`src/sv/gtg_pkg.sv`:
```
// Shared types, constants and tables for the go-to-goal drive controller.
// No dependencies; imported by all modules.
package gtg_pkg;

  // Number of vectoring CORDIC iterations (8..24)
  localparam int CORDIC_STEPS = 16;
  localparam int STEP_W       = $clog2(CORDIC_STEPS + 1);

  localparam logic [18:0] PI_Q16      = 19'd205887;
  localparam logic [18:0] HALF_PI_Q16 = 19'd102944;
  localparam logic [18:0] TWO_PI_Q16  = 19'd411775;
  localparam logic [15:0] INV_GAIN    = 16'd39797;
  localparam logic [16:0] ONE_Q16     = 17'd65536;

  // Reciprocal of pi for the turn command: ceil(2^52 / PI_Q16). For any yaw
  // error below pi, (err * INV_PI_RECIP) >> 36 is exactly floor(err * 2^16 / pi).
  localparam logic [34:0] INV_PI_RECIP =
    35'(((64'd1 << 52) + 64'(PI_Q16) - 64'd1) / 64'(PI_Q16));

  // Action codes
  localparam logic [1:0] ACT_TICK = 2'd0;
  localparam logic [1:0] ACT_GOAL = 2'd1;
  localparam logic [1:0] ACT_STOP = 2'd2;
  localparam logic [1:0] ACT_MGR  = 2'd3;

  // Pose status codes
  localparam logic [1:0] POSE_OK    = 2'd0;
  localparam logic [1:0] POSE_UNAVL = 2'd1;

  // Result status codes
  localparam logic [2:0] ST_TURNING = 3'd1;
  localparam logic [2:0] ST_DRIVING = 3'd2;
  localparam logic [2:0] ST_REACHED = 3'd3;
  localparam logic [2:0] ST_TIMEOUT = 3'd4;
  localparam logic [2:0] ST_ESTOP   = 3'd5;
  localparam logic [2:0] ST_POSE    = 3'd6;

  // Configuration register indexes
  localparam logic [1:0] REG_TIMEOUT   = 2'd0;
  localparam logic [1:0] REG_TOLERANCE = 2'd1;
  localparam logic [1:0] REG_TURN_LIM  = 2'd2;
  localparam logic [1:0] REG_FULL_DIST = 2'd3;

  // Request to the divider: quotient of (num << 16) / den, num < den
  typedef struct packed {
    logic        start;
    logic [23:0] num;
    logic [23:0] den;
  } div_req_t;

  typedef struct packed {
    logic        done;
    logic [15:0] quo;
  } div_rsp_t;

  // Arctangent table, Q16 radians
  function automatic logic [15:0] atan_q16(input logic [4:0] idx);
    logic [15:0] v;
    case (idx)
      5'd0:    v = 16'd51472;
      5'd1:    v = 16'd30386;
      5'd2:    v = 16'd16055;
      5'd3:    v = 16'd8150;
      5'd4:    v = 16'd4091;
      5'd5:    v = 16'd2047;
      5'd6:    v = 16'd1024;
      5'd7:    v = 16'd512;
      5'd8:    v = 16'd256;
      5'd9:    v = 16'd128;
      5'd10:   v = 16'd64;
      5'd11:   v = 16'd32;
      5'd12:   v = 16'd16;
      5'd13:   v = 16'd8;
      5'd14:   v = 16'd4;
      5'd15:   v = 16'd2;
      5'd16:   v = 16'd1;
      default: v = 16'd0;
    endcase
    return v;
  endfunction

endpackage

```
`src/sv/gtg_if.sv`:
```
// Valid/ready channel interfaces: item input, result output, register writes.
// Depends on nothing but the signal widths of the controller.
interface gtg_in_if;
  logic               valid;
  logic               ready;
  logic [1:0]         action;
  logic signed [30:0] target_x;
  logic signed [30:0] target_y;
  logic               target_ok;
  logic               shutdown;
  logic signed [30:0] pose_x;
  logic signed [30:0] pose_y;
  logic signed [18:0] pose_yaw;
  logic [1:0]         pose_status;
  modport source (output valid, action, target_x, target_y, target_ok, shutdown,
                  pose_x, pose_y, pose_yaw, pose_status, input ready);
  modport sink (input valid, action, target_x, target_y, target_ok, shutdown,
                pose_x, pose_y, pose_yaw, pose_status, output ready);
endinterface

interface gtg_out_if;
  logic               valid;
  logic               ready;
  logic               move_emit;
  logic [16:0]        forward_cmd;
  logic signed [17:0] turn_cmd;
  logic               mode_emit;
  logic               motion_mode;
  logic [2:0]         status;
  modport source (output valid, move_emit, forward_cmd, turn_cmd, mode_emit,
                  motion_mode, status, input ready);
  modport sink (input valid, move_emit, forward_cmd, turn_cmd, mode_emit,
                motion_mode, status, output ready);
endinterface

interface gtg_cfg_if;
  logic        valid;
  logic        ready;
  logic [1:0]  index;
  logic [23:0] data;
  modport source (output valid, index, data, input ready);
  modport sink (input valid, index, data, output ready);
endinterface

```
`src/sv/gtg_div.sv`:
```
// Radix-2 restoring divider: 16-bit fraction quotient of num/den, num < den.
// Depends on gtg_pkg for the request/response structs.
module gtg_div (
  input  logic              clk,
  input  logic              rst,
  input  gtg_pkg::div_req_t req,
  output gtg_pkg::div_rsp_t rsp
);
  import gtg_pkg::*;

  logic [23:0] rem;
  logic [15:0] quo;
  logic [3:0]  cnt;
  logic        busy;
  logic        done;
  logic [24:0] rem2;
  logic        fits;

  // One quotient bit per cycle
  assign rem2 = {rem, 1'b0};
  assign fits = rem2 >= {1'b0, req.den};

  always_ff @(posedge clk) begin
    if (rst) begin
      busy <= 1'b0;
      done <= 1'b0;
    end else begin
      done <= 1'b0;
      if (req.start) begin
        busy <= 1'b1;
        rem  <= req.num;
        quo  <= '0;
        cnt  <= '0;
      end else if (busy) begin
        rem <= fits ? 24'(rem2 - {1'b0, req.den}) : rem2[23:0];
        quo <= {quo[14:0], fits};
        cnt <= cnt + 4'd1;
        if (cnt == 4'd15) begin
          busy <= 1'b0;
          done <= 1'b1;
        end
      end
    end
  end

  assign rsp.done = done;
  assign rsp.quo  = quo;

endmodule

```
`src/sv/go_to_goal_drive_controller_unit.sv`:
```
// Top level of the go-to-goal drive controller: control sequencer, CORDIC
// datapath and result register. Depends on gtg_pkg, gtg_if.sv and gtg_div.
//
// Usage:
//   req : one item per transfer (tick, new goal, drive stop, manager command).
//   rsp : at most one result per item (move/turn command, mode, status).
//   cfg : register writes, ready only while the sequencer is idle.
// req.ready is high only while the sequencer is idle; one item is in work at
// a time. Goal, stop and manager items and ticks that end early go straight
// to S_EMIT, which loads their result, if any, once rsp is free; the next
// item can be taken when it returns to idle. A full tick runs the CORDIC
// (CORDIC_STEPS iterations, one shared shift-add unit), the multiply state
// S_MUL and the check state S_CHECK, in which the turn command comes from a
// reciprocal multiply, and then S_EMIT loads the result. When the forward
// command needs scaling, one divider pass in S_FWD comes before S_EMIT. The
// result register decouples the sides: a new item may be taken while a result
// still waits; the sequencer holds its next result while rsp is stalled.
// Reset clears the goal, halted flag, tick count and mode (turn in place) and
// loads the register defaults.
module go_to_goal_drive_controller_unit (
  input  logic clk,
  input  logic rst,
  gtg_in_if.sink    req,
  gtg_out_if.source rsp,
  gtg_cfg_if.sink   cfg
);
  import gtg_pkg::*;

  typedef enum logic [2:0] {
    S_IDLE, S_ROT, S_MUL, S_CHECK, S_FWD, S_EMIT
  } state_t;

  state_t state;

  // Configuration
  logic [15:0] timeout_ticks;
  logic [23:0] tolerance;
  logic [17:0] turn_limit;
  logic [23:0] full_speed_distance;

  // Controller state
  logic signed [30:0] goal_px, goal_py;
  logic               goal_active, halted, mode_now;
  logic [15:0]        tick_count;

  // Datapath
  logic signed [34:0] cx, cy;
  logic signed [19:0] cz;
  logic [STEP_W-1:0]  step;
  logic signed [18:0] yaw;
  logic [33:0]        goal_dist;
  logic signed [20:0] err;
  logic               have_res;

  // Result being built
  logic               r_move, r_me;
  logic [16:0]        r_fwd;
  logic signed [17:0] r_turn;
  logic [2:0]         r_st;

  div_req_t dreq;
  div_rsp_t drsp;

  gtg_div u_div (.clk(clk), .rst(rst), .req(dreq), .rsp(drsp));

  // Input-side helpers
  logic [15:0]        tc_next;
  logic signed [34:0] dx, dy;
  assign tc_next = (tick_count != 16'hFFFF) ? tick_count + 16'd1 : tick_count;
  assign dx = 35'(goal_px) - 35'(req.pose_x);
  assign dy = 35'(goal_py) - 35'(req.pose_y);

  // Item decode: result, stop and compute decisions at the transfer
  logic       i_res, i_move, i_drop, i_rot;
  logic [2:0] i_st;
  always_comb begin
    i_res  = 1'b0;
    i_move = 1'b1;
    i_drop = 1'b0;
    i_rot  = 1'b0;
    i_st   = ST_ESTOP;
    case (req.action)
      ACT_GOAL: begin
        if (!req.target_ok) begin
          i_res  = 1'b1;
          i_drop = 1'b1;
        end
      end
      ACT_STOP: begin
        i_res  = 1'b1;
        i_drop = 1'b1;
      end
      ACT_MGR: begin
        if (req.shutdown && !halted) begin
          i_res  = 1'b1;
          i_drop = 1'b1;
        end
      end
      ACT_TICK: begin
        if (goal_active && !halted) begin
          if (tc_next > timeout_ticks) begin
            i_res  = 1'b1;
            i_drop = 1'b1;
            i_st   = ST_TIMEOUT;
          end else if (req.pose_status == POSE_UNAVL) begin
            i_res  = 1'b1;
            i_move = 1'b0;
            i_st   = ST_POSE;
          end else if (req.pose_status != POSE_OK) begin
            i_res  = 1'b1;
            i_drop = 1'b1;
            i_st   = ST_POSE;
          end else begin
            i_rot = 1'b1;
          end
        end
      end
      default: ;
    endcase
  end

  // CORDIC shift-add step
  logic signed [34:0] xs, ys;
  logic signed [19:0] at;
  assign xs = cx >>> step;
  assign ys = cy >>> step;
  assign at = 20'(signed'({1'b0, atan_q16(5'(step))}));

  // Gain correction and yaw error
  logic [49:0]        prod;
  logic signed [20:0] e0, ew;
  assign prod = 50'(cx[33:0]) * 50'(INV_GAIN) + 50'd32768;
  assign e0 = 21'(cz) - 21'(yaw);
  always_comb begin
    if (e0 > 21'(signed'({1'b0, PI_Q16})))        ew = e0 - 21'(TWO_PI_Q16);
    else if (e0 < -21'(signed'({1'b0, PI_Q16})))  ew = e0 + 21'(TWO_PI_Q16);
    else                                          ew = e0;
  end

  logic [19:0] abserr;
  logic        want;
  assign abserr = err[20] ? 20'(-err) : 20'(err);
  assign want   = !(abserr > 20'(turn_limit));

  // Turn magnitude: yaw error over pi, valid while the error is below pi
  logic [52:0] yprod;
  logic [15:0] yaw_quo;
  assign yprod   = 53'(abserr[17:0]) * 53'(INV_PI_RECIP);
  assign yaw_quo = yprod[51:36];

  // Check-cycle decisions
  logic near_goal, far_goal, div_go;
  assign near_goal = goal_dist < 34'(tolerance);
  assign far_goal  = goal_dist >= 34'(full_speed_distance);
  assign div_go    = (state == S_CHECK) && !near_goal && want && !far_goal;

  // Divider request: forward command scaling only
  logic div_start;
  always_comb begin
    dreq.start = div_start;
    dreq.num   = goal_dist[23:0];
    dreq.den   = full_speed_distance;
  end

  logic out_free;
  assign out_free  = !rsp.valid || rsp.ready;
  assign req.ready = (state == S_IDLE);
  assign cfg.ready = (state == S_IDLE);

  // Sequencer
  always_ff @(posedge clk) begin
    if (rst) begin
      state               <= S_IDLE;
      timeout_ticks       <= 16'd450;
      tolerance           <= 24'd9830;
      turn_limit          <= 18'd26214;
      full_speed_distance <= 24'd163840;
      goal_active         <= 1'b0;
      halted              <= 1'b0;
      mode_now            <= 1'b0;
      tick_count          <= '0;
      goal_px             <= '0;
      goal_py             <= '0;
      rsp.valid           <= 1'b0;
      div_start           <= 1'b0;
      have_res            <= 1'b0;
    end else begin
      div_start <= div_go;
      if (state == S_EMIT && have_res && out_free) rsp.valid <= 1'b1;
      else if (rsp.ready)                         rsp.valid <= 1'b0;

      if (cfg.valid && cfg.ready) begin
        case (cfg.index)
          REG_TIMEOUT:   timeout_ticks       <= cfg.data[15:0];
          REG_TOLERANCE: tolerance           <= cfg.data;
          REG_TURN_LIM:  turn_limit          <= cfg.data[17:0];
          REG_FULL_DIST: full_speed_distance <= cfg.data;
          default: ;
        endcase
      end

      case (state)
        S_IDLE: begin
          if (req.valid) begin
            // Default result: zero-move stop
            r_move   <= i_move;
            r_fwd    <= '0;
            r_turn   <= '0;
            r_me     <= 1'b0;
            r_st     <= i_st;
            have_res <= i_res;
            state    <= i_rot ? S_ROT : S_EMIT;
            if (i_drop) goal_active <= 1'b0;
            case (req.action)
              ACT_GOAL: begin
                if (req.target_ok) begin
                  goal_px     <= req.target_x;
                  goal_py     <= req.target_y;
                  goal_active <= 1'b1;
                  tick_count  <= '0;
                end
              end
              ACT_MGR: begin
                halted <= req.shutdown;
              end
              ACT_TICK: begin
                if (goal_active) tick_count <= tc_next;
              end
              default: ;
            endcase
            if (i_rot) begin
              // Pre-rotate into the right half plane
              yaw  <= req.pose_yaw;
              step <= '0;
              if (dx < 0) begin
                if (dy >= 0) begin
                  cx <= dy;
                  cy <= -dx;
                  cz <= 20'(HALF_PI_Q16);
                end else begin
                  cx <= -dy;
                  cy <= dx;
                  cz <= -20'(HALF_PI_Q16);
                end
              end else begin
                cx <= dx;
                cy <= dy;
                cz <= '0;
              end
            end
          end
        end
        S_ROT: begin
          if (cy >= 0) begin
            cx <= cx + ys;
            cy <= cy - xs;
            cz <= cz + at;
          end else begin
            cx <= cx - ys;
            cy <= cy + xs;
            cz <= cz - at;
          end
          step <= step + 1'b1;
          if (step == STEP_W'(CORDIC_STEPS - 1)) state <= S_MUL;
        end
        S_MUL: begin
          goal_dist <= prod[49:16];
          err       <= ew;
          state     <= S_CHECK;
        end
        S_CHECK: begin
          have_res <= 1'b1;
          if (near_goal) begin
            goal_active <= 1'b0;
            r_st        <= ST_REACHED;
            state       <= S_EMIT;
          end else begin
            r_me     <= (want != mode_now);
            mode_now <= want;
            r_st     <= want ? ST_DRIVING : ST_TURNING;
            r_fwd    <= want ? ONE_Q16 : '0;
            // Turn command saturates at a yaw error of pi
            if (abserr >= 20'(PI_Q16)) begin
              r_turn <= err[20] ? -18'(ONE_Q16) : 18'(ONE_Q16);
            end else begin
              r_turn <= err[20] ? -18'(yaw_quo) : 18'(yaw_quo);
            end
            state <= div_go ? S_FWD : S_EMIT;
          end
        end
        S_FWD: begin
          if (drsp.done) begin
            r_fwd <= 17'(drsp.quo);
            state <= S_EMIT;
          end
        end
        S_EMIT: begin
          if (!have_res) begin
            state <= S_IDLE;
          end else if (out_free) begin
            rsp.move_emit   <= r_move;
            rsp.forward_cmd <= r_fwd;
            rsp.turn_cmd    <= r_turn;
            rsp.mode_emit   <= r_me;
            rsp.motion_mode <= mode_now;
            rsp.status      <= r_st;
            state           <= S_IDLE;
          end
        end
        default: state <= S_IDLE;
      endcase
    end
  end

`ifndef SYNTHESIS
  // Only a pose-unavailable report carries no move
  a_nomove_pose: assert property (@(posedge clk) disable iff (rst)
    rsp.valid && !rsp.move_emit |-> rsp.status == ST_POSE)
    else $error("result without move must report pose problem");
  // Stop results carry zero commands and no mode change
  a_stop_zero: assert property (@(posedge clk) disable iff (rst)
    rsp.valid && rsp.status != ST_TURNING && rsp.status != ST_DRIVING
      |-> rsp.forward_cmd == '0 && rsp.turn_cmd == '0 && !rsp.mode_emit)
    else $error("stop result with nonzero command");
  // Turning in place never drives forward
  a_turn_mode: assert property (@(posedge clk) disable iff (rst)
    rsp.valid && rsp.status == ST_TURNING |-> rsp.forward_cmd == '0 && !rsp.motion_mode)
    else $error("turn result inconsistent with mode");
  // Divider is only started for forward scaling
  a_div_start: assert property (@(posedge clk) disable iff (rst)
    div_start |-> state == S_FWD)
    else $error("divider started outside compute");
`endif

endmodule
```
`src/flat_wrapper.sv`:
```
// flat-port wrapper written by rule: the top's interface ports become plain ports
module go_to_goal_drive_controller_unit_flat import gtg_pkg::*;
  (clk, rst, req_valid, req_action, req_target_x, req_target_y, req_target_ok, req_shutdown, req_pose_x, req_pose_y, req_pose_yaw, req_pose_status, req_ready, rsp_valid, rsp_move_emit, rsp_forward_cmd, rsp_turn_cmd, rsp_mode_emit, rsp_motion_mode, rsp_status, rsp_ready, cfg_valid, cfg_index, cfg_data, cfg_ready);
  gtg_in_if req_i ();
  gtg_out_if rsp_i ();
  gtg_cfg_if cfg_i ();
  input  logic clk;
  input  logic rst;
  input wire logic [$bits(req_i.valid)-1:0] req_valid;
  input wire logic [$bits(req_i.action)-1:0] req_action;
  input wire logic [$bits(req_i.target_x)-1:0] req_target_x;
  input wire logic [$bits(req_i.target_y)-1:0] req_target_y;
  input wire logic [$bits(req_i.target_ok)-1:0] req_target_ok;
  input wire logic [$bits(req_i.shutdown)-1:0] req_shutdown;
  input wire logic [$bits(req_i.pose_x)-1:0] req_pose_x;
  input wire logic [$bits(req_i.pose_y)-1:0] req_pose_y;
  input wire logic [$bits(req_i.pose_yaw)-1:0] req_pose_yaw;
  input wire logic [$bits(req_i.pose_status)-1:0] req_pose_status;
  output wire logic [$bits(req_i.ready)-1:0] req_ready;
  output wire logic [$bits(rsp_i.valid)-1:0] rsp_valid;
  output wire logic [$bits(rsp_i.move_emit)-1:0] rsp_move_emit;
  output wire logic [$bits(rsp_i.forward_cmd)-1:0] rsp_forward_cmd;
  output wire logic [$bits(rsp_i.turn_cmd)-1:0] rsp_turn_cmd;
  output wire logic [$bits(rsp_i.mode_emit)-1:0] rsp_mode_emit;
  output wire logic [$bits(rsp_i.motion_mode)-1:0] rsp_motion_mode;
  output wire logic [$bits(rsp_i.status)-1:0] rsp_status;
  input wire logic [$bits(rsp_i.ready)-1:0] rsp_ready;
  input wire logic [$bits(cfg_i.valid)-1:0] cfg_valid;
  input wire logic [$bits(cfg_i.index)-1:0] cfg_index;
  input wire logic [$bits(cfg_i.data)-1:0] cfg_data;
  output wire logic [$bits(cfg_i.ready)-1:0] cfg_ready;
  assign req_i.valid = req_valid;
  assign req_i.action = req_action;
  assign req_i.target_x = req_target_x;
  assign req_i.target_y = req_target_y;
  assign req_i.target_ok = req_target_ok;
  assign req_i.shutdown = req_shutdown;
  assign req_i.pose_x = req_pose_x;
  assign req_i.pose_y = req_pose_y;
  assign req_i.pose_yaw = req_pose_yaw;
  assign req_i.pose_status = req_pose_status;
  assign req_ready = req_i.ready;
  assign rsp_valid = rsp_i.valid;
  assign rsp_move_emit = rsp_i.move_emit;
  assign rsp_forward_cmd = rsp_i.forward_cmd;
  assign rsp_turn_cmd = rsp_i.turn_cmd;
  assign rsp_mode_emit = rsp_i.mode_emit;
  assign rsp_motion_mode = rsp_i.motion_mode;
  assign rsp_status = rsp_i.status;
  assign rsp_i.ready = rsp_ready;
  assign cfg_i.valid = cfg_valid;
  assign cfg_i.index = cfg_index;
  assign cfg_i.data = cfg_data;
  assign cfg_ready = cfg_i.ready;
  go_to_goal_drive_controller_unit u_core (.clk(clk), .rst(rst), .req(req_i), .rsp(rsp_i), .cfg(cfg_i));
endmodule
```
`config.mk`:
```
export PLATFORM = sky130hd
export DESIGN_NAME = go_to_goal_drive_controller_unit_flat
export DESIGN_NICKNAME = d
export VERILOG_FILES = /design/src/sv/gtg_pkg.sv /design/src/sv/gtg_if.sv /design/src/sv/gtg_div.sv /design/src/sv/go_to_goal_drive_controller_unit.sv /design/src/flat_wrapper.sv
export SDC_FILE = /design/constraint.sdc
export NUM_CORES = 2
export LEC_CHECK = 0
export ABC_CLOCK_PERIOD_IN_PS = 9780
export BUFFER_PORTS_ARGS = -buffer_cell sky130_fd_sc_hd__buf_4
export CAP_MARGIN = 0
export CORE_MARGIN = 2
export CORE_UTILIZATION = 59
export CTS_CLUSTER_DIAMETER = 200
export DETAILED_ROUTE_END_ITERATION = 8
export PLACE_DENSITY = 0.8
export SLEW_MARGIN = 20
export SYNTH_ARGS = -nofsm -noshare
export SYNTH_HDL_FRONTEND = slang
export SYNTH_SLANG_ARGS = --single-unit
```
`constraint.sdc`:
```
create_clock -name clk -period 9.78 [get_ports clk]
set_input_delay 0.489 -clock clk [delete_from_list [all_inputs] [get_ports clk]]
set_output_delay 0.489 -clock clk [all_outputs]
set_load 0.05 [all_outputs]
```
==> flow_summary.yaml <==
synthesis:
  syn_area_mm2: 0.0572
  synth_common_cells: "inv_1, ha_1, nand2_1, a21oi_1, fa_1"
  ys_seq_area_frac: 0.220
  yosys_warnings: 0
  synthArstFlopShare: 0
  synth-seq-cells: 481
  yosysTopAreaCell: "edfxtp_1"
  synth_xor_area_frac: 0.0570
  syn-num-nets: 7532
  yosysMostFrequentCell: "inv_1"
  synth_top_family_by_area: "adder cells"
  synth_area_leaders: "edfxtp_1, ha_1, fa_1, dfxtp_1, inv_1"
  synthAdderAreaFrac: 0.290
  synth_top_area_frac: 0.154
  yosysUniqueCellTypes: 110
  synth_flop_cell: "edfxtp_1"
  yosys.area_share.simple: 0.134
  synthCells: 6272
  synth_mux_area_frac: 0.0579
  synth_enable_flop_cells: 294
  synth_compound_area_frac: 0.164
  synth_area_per_cell_um2: 9.12
critical_path:
  rr_worst_depth: 27
  cp.required_ps: 10210
  critPathSlowestCell: "or4b_2"
  critPathKind: "flip-flop to flip-flop"
  critical_path_arrival_ps: 9720
  path_max_fanout: 7
  critical_path.max_stage_delay_ps: 620
  cp-start-kind: "flip-flop"
  r2r_end: "u_core.r_turn[17]"
  cp_num_buf_inv: 5
  endpoint: "u_core.r_turn[17]"
  reg2reg_slack_ps: 490
  path_delay_family: "simple AND/OR/NAND/NOR gates"
  reg2reg_from: "u_core.err[6]"
  worstSetupEndpointType: "flip-flop"
  cp_num_cells: 27
  startpoint: "u_core.err[6]"
routing:
  drt-initial-drc-count: 4200
  antenna_left: 0
  drt_pass1_iterations: 6
  avgRoutedWirePerCell_um: 20.9
  vias: 47829
  via_per_inst: 6.16
  wirelength_um: 162000
  post-route-drc-count: 0
grt:
  grt_overflow: 0
  antenna_found_initial: 4
  grt_usage: 0.325
  grt_pass1_vias: 47384
  grt_max_degree: 83
  grt_pass1_wl_um: 256000
sta:
  setup_viol: 0
  fin_ws_ps: 488
  hold_viol: 0
  final-max-slew-violation-count: 0
  skew_ps: 45.9
  tightest_slew_ps: 1150
  min_period_over_period: 0.950
  relSlewSlack: 0.227
  rsz0062_at_grt: "no"
  hold_slack_ps: 47.2
  period_minus_slack_ps: 9290
  maxClockFrequency_ghz: 0.108
  final.setup.tns_ps: 0
finish:
  nNetsFinal: 7699
  final_cells: 7764
  seqCellArea_mm2: 0.0126
  antenna_cells: 0
  multiInputGateArea_mm2: 0.0404
  nFillCells: 7974
  final_util: 0.644
  drive_gt1_frac: 0.0894
  syn_to_final_growth_pct: 8.61
  design_area_mm2: 0.0621
placement:
  place_hpwl_um: 129000
  placed_cells: 7636
  placed_cell_area_mm2: 0.0600
  place_ws_ps: 590
  finalWeightedCongestion: 1.02
  port_buffers: 223
floorplan:
  start_util: 0.593
  boundaryPins: 224
  dieArea_mm2: 0.0994
  die_h_um: 315
  fp.dieW_um: 315
  fp-row-count: 114
  core_area_mm2: 0.0964
min_path:
  hold_path.class: "primary input to flip-flop"
power:
  switching_share: 0.429
  netSwitchingPower_mw: 5.21
  power_density_mw_per_mm2: 196
  p_leak_nw: 27.7
  power_mw: 12.2
  vdd_drop_max_v: 0.000291
  p_comb_frac: 0.604
  p_seq_frac: 0.218
  p_int_mw: 6.95
  clockPowerShare: 0.178
clock_network:
  cts_buffer_depth: 3
  postCtsSetupBuffers: 0
  h-tree-depth: 2
  clk_latency_ps: 700
  cts_buffers: 57
  cts.sinks: 481
  clockRootBuffer: "clkbuf_16"
  cts_tree: "built"
  clk_pin_slew_ps: 70
flow_run:
  drv_cap: 0
status:
  outcome: "complete, no violations"
[cell families after synthesis]
| logic type | Yosys count |
|---|---|
| DFF | 481 |
| and+or+nand+nor | 1614 |
| AOI/OAI and AO/OA | 1459 |
| muxes | 195 |
| buffers and inverters | 1070 |
| adders and majority gates | 1081 |
| xor gates and xnor gates | 372 |
[cell type report]
class / count / share of cell area
multi-input cells: 4721 / 0.650
flip-flops and latches: 481 / 0.202
inverters: 861 / 0.0520
repair buffers: 317 / 0.0392
well taps: 1276 / 0.0257
clock buffers: 73 / 0.0246
clock inverters: 35 / 0.00620
[sequential cells by signal (all words and copies together), names as in the netlist, 17 cells and up]
| name | count |
|---|---|
| u_core.rsp.forward_cmd | 17 |
| u_core.cz | 20 |
| u_core.rsp.turn_cmd | 18 |
| u_core.cy | 35 |
| u_core.goal_py | 31 |
| u_core.full_speed_distance | 24 |
| u_core.goal_dist | 34 |
| u_core.yaw | 19 |
| u_core.cx | 35 |
| u_core.tolerance | 24 |
| u_core.u_div.rem | 24 |
| u_core.err | 21 |
| u_core.turn_limit | 18 |
| u_core.r_turn | 18 |
| u_core.goal_px | 31 |
| u_core.r_fwd | 17 |
[routing by layer]
metal,wire [um],share of wire,vias up,track usage
met5,25,0.00015,-,0
met4,9000,0.055,4,0.163
met3,11500,0.071,454,0.0449
met2,77600,0.48,1958,0.555
met1,64200,0.40,23040,0.406
li1,-,-,22373,-
[power groups by stage]
stage                     Sequential [mW]  Clock, mW  Combinational, mW
after global routing                 2.66       2.28               8.27
after global placement               2.69          0               7.00
after CTS                            2.65       2.19               7.35
after floorplan                      2.66          0               5.48
after detailed placement             2.69          0               7.26
final                                2.65       2.17               7.35
[layout by cell type (no fill, tap or decap), types with 117 or more instances in the layout]
cell type / count
edfxtp_1: 294
o21ai_0: 262
inv_1: 856
a21oi_1: 455
xor2_1: 117
fa_1: 410
a21o_1: 155
buf_4: 296
xnor2_1: 252
ha_1: 670
nand2_1: 576
dfxtp_1: 187
nor2_1: 388
[repair_timing]
item / 4_1_cts / 5_1_grt
gates resized for setup: 0 / 0
hold buffers: 19 / 0
hold endpoints to repair: 19 / 0
[tightest hold or removal path, stage by stage]
cell and delay, ps:
buf_4 110, nand2_1 50, a21oi_1 50
[worst min-delay path by stage]
| stage | startpoint | slack [ps] | cells after the start | endpoint |
|---|---|---|---|---|
| after global placement | u_core.r_turn[2] | 400 | 0 | u_core.rsp.turn_cmd[2] |
| after CTS | cfg_data[19] | 10 | 3 | u_core.full_speed_distance[19] |
| after floorplan | u_core.r_fwd[0] | 400 | 0 | u_core.rsp.forward_cmd[0] |
| after detailed placement | u_core.r_st[2] | 400 | 0 | u_core.rsp.status[2] |
| after global routing | cfg_data[19] | 30 | 3 | u_core.full_speed_distance[19] |
| final | cfg_data[19] | 50 | 3 | u_core.full_speed_distance[19] |
Note: power is estimated with default switching activity, not from simulation.
